`src/design/stdm_ram.sv`:
```
// generic simple dual-port ram with one write port and a registered read port
module stdm_ram #(
   parameter int WIDTH  = 16,
   parameter int DEPTH  = 64,
   parameter int ADDR_W = (DEPTH > 1) ? $clog2(DEPTH) : 1
) (
   input  logic              clock,
   input  logic              wr_en,
   input  logic [ADDR_W-1:0] wr_addr,
   input  logic [WIDTH-1:0]  wr_data,
   input  logic [ADDR_W-1:0] rd_addr,
   output logic [WIDTH-1:0]  rd_data
);

   logic [WIDTH-1:0] mem_ff [DEPTH];
   logic [WIDTH-1:0] rd_data_ff;

   // write port and registered read
   always_ff @(posedge clock) begin
      if (wr_en) begin
         mem_ff[wr_addr] <= wr_data;
      end
      rd_data_ff <= mem_ff[rd_addr];
   end

   assign rd_data = rd_data_ff;

endmodule

```
`config.mk`:
```
export PLATFORM = sky130hd
export DESIGN_NAME = stdm_ram
export DESIGN_NICKNAME = d
export VERILOG_FILES = /design/src/design/stdm_ram.sv
export SDC_FILE = /design/constraint.sdc
export NUM_CORES = 1
export LEC_CHECK = 0
export BUFFER_PORTS_ARGS = -buffer_cell sky130_fd_sc_hd__buf_2
export CAP_MARGIN = 10
export CORE_MARGIN = 10
export CORE_UTILIZATION = 48
export DETAILED_ROUTE_END_ITERATION = 10
export PLACE_DENSITY_LB_ADDON = 0.25
export SETUP_SLACK_MARGIN = 0.1
export SLEW_MARGIN = 15
export SYNTH_ARGS = -nofsm -noshare
export SYNTH_HDL_FRONTEND = slang
export SYNTH_SLANG_ARGS = --single-unit
```
`constraint.sdc`:
```
create_clock -name clock -period 2.4 [get_ports clock]
set_input_delay 0.12 -clock clock [delete_from_list [all_inputs] [get_ports clock]]
set_output_delay 0.12 -clock clock [all_outputs]
set_load 0.01 [all_outputs]
```
Word level (Yosys, flattened, before mapping)
Memories as Yosys holds them, arrays and structs flattened. A register that Yosys moved wholly into a read port is not among the register bits.
Cells that the tools add are included.
{"block": "word_totals", "ram_bits": 1024, "reg_bits": 0, "output_inout_bits": 16, "mem_count": 1}
{"name": "mem_ff", "depth": 64, "word_bits": 16, "rd": 1, "rd_clocked_by_memory_dff": 1, "wr": 1, "line_no": "15", "text": "logic [WIDTH-1:0] mem_ff [DEPTH];"}
{"block": "classes", "n_mux": 2}
{"op": "$mux 1", "count": 2}

Longest topological paths before layout
{"block": "depth", "word_depth": 2, "mapped_depth": 10, "ltp_nobuf": 5}

Worst setup path before layout
Ideal clock, no wire load.
{"block": "synth_path", "kind": "input-to-reg", "startpoint": "in wr_addr[3]", "endpoint": "mem mem_ff[48][0] (enable)", "t_required_ns": 1.991, "t_arrival_ns": 1.746, "slack_ns": 0.245, "path_stages": 4, "cell_sequence": "clkbuf_1 > nor2b_1 > nand4b_1 > nor3_1"}
{"item": "from (decl)", "line_no": "9", "text": "input logic [ADDR_W-1:0] wr_addr,"}
{"item": "to (decl)", "line_no": "15"}
No word-level cell before the write port.

==> run_results.csv <==
group,metric,value,unit
place,gp_congestion,0.828,
detailed_routing,drtIter0Drc,2236,
cells_and_area,syn2layout_area_growth,15.5,%
floorplan,rows,105,
cells_and_area,fin_cells,3261,
setup_path,cp_top_family,"multiplexers",
place,place_ws,-0.114,ns
cells_and_area,layout.nets,2128,
global_routing,grt_pass1_vias,20000,
synthesis,synth.distinct_cells,43,
global_routing,grt_max_degree,65,
clocking,cts.sinks,1040,
global_routing,grt_pass1_wl,140000,µm
setup_path,end_kind,"flop",
synthesis,synth_seq_cells,1040,
floorplan,dieHeight,309,µm
setup_path,crit_buf_inv,1,
cells_and_area,layout_commonest_cell,"edfxtp_1",
timing,worst_pin_slew,1.04,ns
clocking,cts_tree,"built",
clocking,numCtsBuffers,104,
detailed_routing,routed_wirelength,95300,µm
timing,period_share,0.841,
setup_path,crit_arrival,2.55,ns
setup_path,crit_start,"mem_ff[7][13]",
clocking,ctsLongestPathBuffers,3,
synthesis,async_reset_ff_frac,0,
timing,clock.fmax,496,MHz
clocking,post_cts_resized,0,
synthesis,synth.yosys.seq_area_share,0.776,
hold_path,min_path_cells,1,
setup_path,cp.depth,6,
job,maxCapViolCount,0,
synthesis,synth_edf_count,1024,
clocking,htreeDepth,3,
timing,setup_viol,0,
floorplan,die-area,0.0954,mm²
run_status,status,"finished clean",
detailed_routing,wl_per_cell,29.2,µm
synthesis,syn-cell-area,0.0400,mm²
timing,final.min_clock_period,2.02,ns
hold_path,min-delay-start,"wr_data[5]",
synthesis,netlist_instances,1829,
synthesis,syn_area_per_cell,21.9,µm²
power_and_ir_drop,cellPowerDensity,822,mW/mm²
place,io_buffers,45,
clocking,clk_transition_reported_paths,0.06,ns
floorplan,initial_core_util,0.486,
floorplan,core_area,0.0824,mm²
clocking,post_cts_buffers,0,
detailed_routing,antenna_left,0,
detailed_routing,vias,19600,
setup_path,critPathMaxStageDelay,0.47,ns
synthesis,ys_warn_count,0,
place,dp_hpwl,59500,µm
detailed_routing,drc,0,
clocking,clk_latency,0.66,ns
clocking,cts_root_buf,"clkbuf_16",
cells_and_area,utilization,0.562,
timing,fin_ws,0.382,ns
detailed_routing,viasPerCell,6.02,
synthesis,synth_fp_nets,1859,
power_and_ir_drop,leakage,15.0,nW
cells_and_area,layout_common_cells,"edfxtp_1 (1024), mux4_2 (220), buf_4 (191)",
detailed_routing,dr.pass1.iters,5,
timing,hold_viol_final,0,
cells_and_area,nFillCells,6055,
timing,relSlewSlack,0.306,
hold_path,min_path_type,"input pin to flop",
setup_path,cp-start-kind,"flop",
timing,final.setup_skew,0.0258,ns
setup_path,crit_fanout,1,
floorplan,ios,46,
setup_path,required,2.93,ns
global_routing,grtUsageTotal,0.202,
global_routing,antenna_found_initial,12,
timing,slew_viol_final,0,
timing,rsz0062_at_grt,"no",
global_routing,grt_overflow,0,
timing,setup_tns,0,ns
setup_path,r2r_start,"mem_ff[7][13]",
place,numPlacedInstances,3056,
power_and_ir_drop,finalPower,38.0,mW
setup_path,critical_path_class,"flop to flop",
power_and_ir_drop,vdd_drop_max,0.620,mV
setup_path,worstRegToRegCells,6,
synthesis,synth_ff_type,"edfxtp_1",
setup_path,cpMaxStageDelayCell,"mux4_2",
cells_and_area,drive_gt1_frac,0.305,
floorplan,die-width,309,µm
setup_path,crit_chain,"mux4_2 > mux2i_1 > a22oi_1 > a31oi_1 > buf_4 > a311oi_1",
-- cells in the mapped netlist (6+ instances only) --
library cell     n  area share
a211o_1          8      0.0017
a211oi_1         8      0.0015
a21oi_1         17      0.0021
a221o_1          6      0.0015
a221oi_1        16      0.0035
a22o_1           6      0.0013
a22oi_1         39      0.0073
a311oi_1         8      0.0017
a31oi_1          8      0.0012
buf_2           36      0.0045
buf_4           13      0.0024
buf_6           17      0.0048
clkbuf_1        24      0.0022
dfxtp_1         16      0.0080
edfxtp_1      1024        0.77
mux2_2          27      0.0076
mux2i_1         85       0.021
mux4_2         220        0.12
nand2_1         59      0.0055
nand3_1         24      0.0030
nand4_1         12      0.0019
nor2_1          72      0.0067
nor2b_1         30      0.0047
-- flip-flops by register name, summed over array words and instances, names as in the netlist --
| name | count |
|---|---|
| rd_data | 16 |
| mem_ff | 1024 |
-- layer usage --
metal  part of all wire  global-route usage
met5            0.00075                   0
met2               0.49               0.326
met4              0.027              0.0562
met1               0.41               0.283
met3              0.080              0.0346
-- cells by family (layout without fill, tap and decap cells) --
family,count (synthesis),count (layout),synth area share
AOI/OAI and AO/OA,129,129,0.0241
other,0,5,0
and+or+nand+nor,220,220,0.0265
DFF,1040,1040,0.776
muxes,336,336,0.155
buffers and inverters,104,461,0.0183
-- worst paths after layout --
kind | endpoint | slack (ns)
max | rd_data[13] | 0.38
min | mem_ff[58][5] | 0.06
max reg2reg | rd_data[13] | 0.38
min reg2reg | rd_data[12] | 0.84
-- what timing repair did --
item                                    4_1_cts  5_1_grt
endpoints found under the setup margin        0        0
hold endpoints to repair                    131        0
hold buffers                                  6        0
-- layout make-up --
type	instances	area, µm²	area share
Multi-Input combinational cell	685	8250	0.178
Timing Repair Buffer	267	2250	0.0485
Antenna cell	5	12.5	0.000270
Tap cell	1070	1340	0.0289
Clock inverter	73	617	0.0133
Clock buffer	121	2730	0.0590
Sequential cell	1040	31100	0.672
-- stage by stage --
stage | area [µm²] | hold slack (ns)
final | 46300 | 0.0568
after global routing | 46300 | 0.0706
after CTS | 46300 | 0.0393
after detailed placement | 42800 | 0.520
after global placement | 42800 | 0.524
after floorplan | 40000 | 0.219
-- report_power, final --
group | internal [mW] | leakage, nW | total [mW] | switching, mW
Sequential | 20.1 | 9.35 | 20.2 | 0.0589
Combinational | 0.819 | 3.99 | 2.04 | 1.22
Clock | 9.19 | 1.65 | 15.8 | 6.64
(Power assumes the default switching activity.)
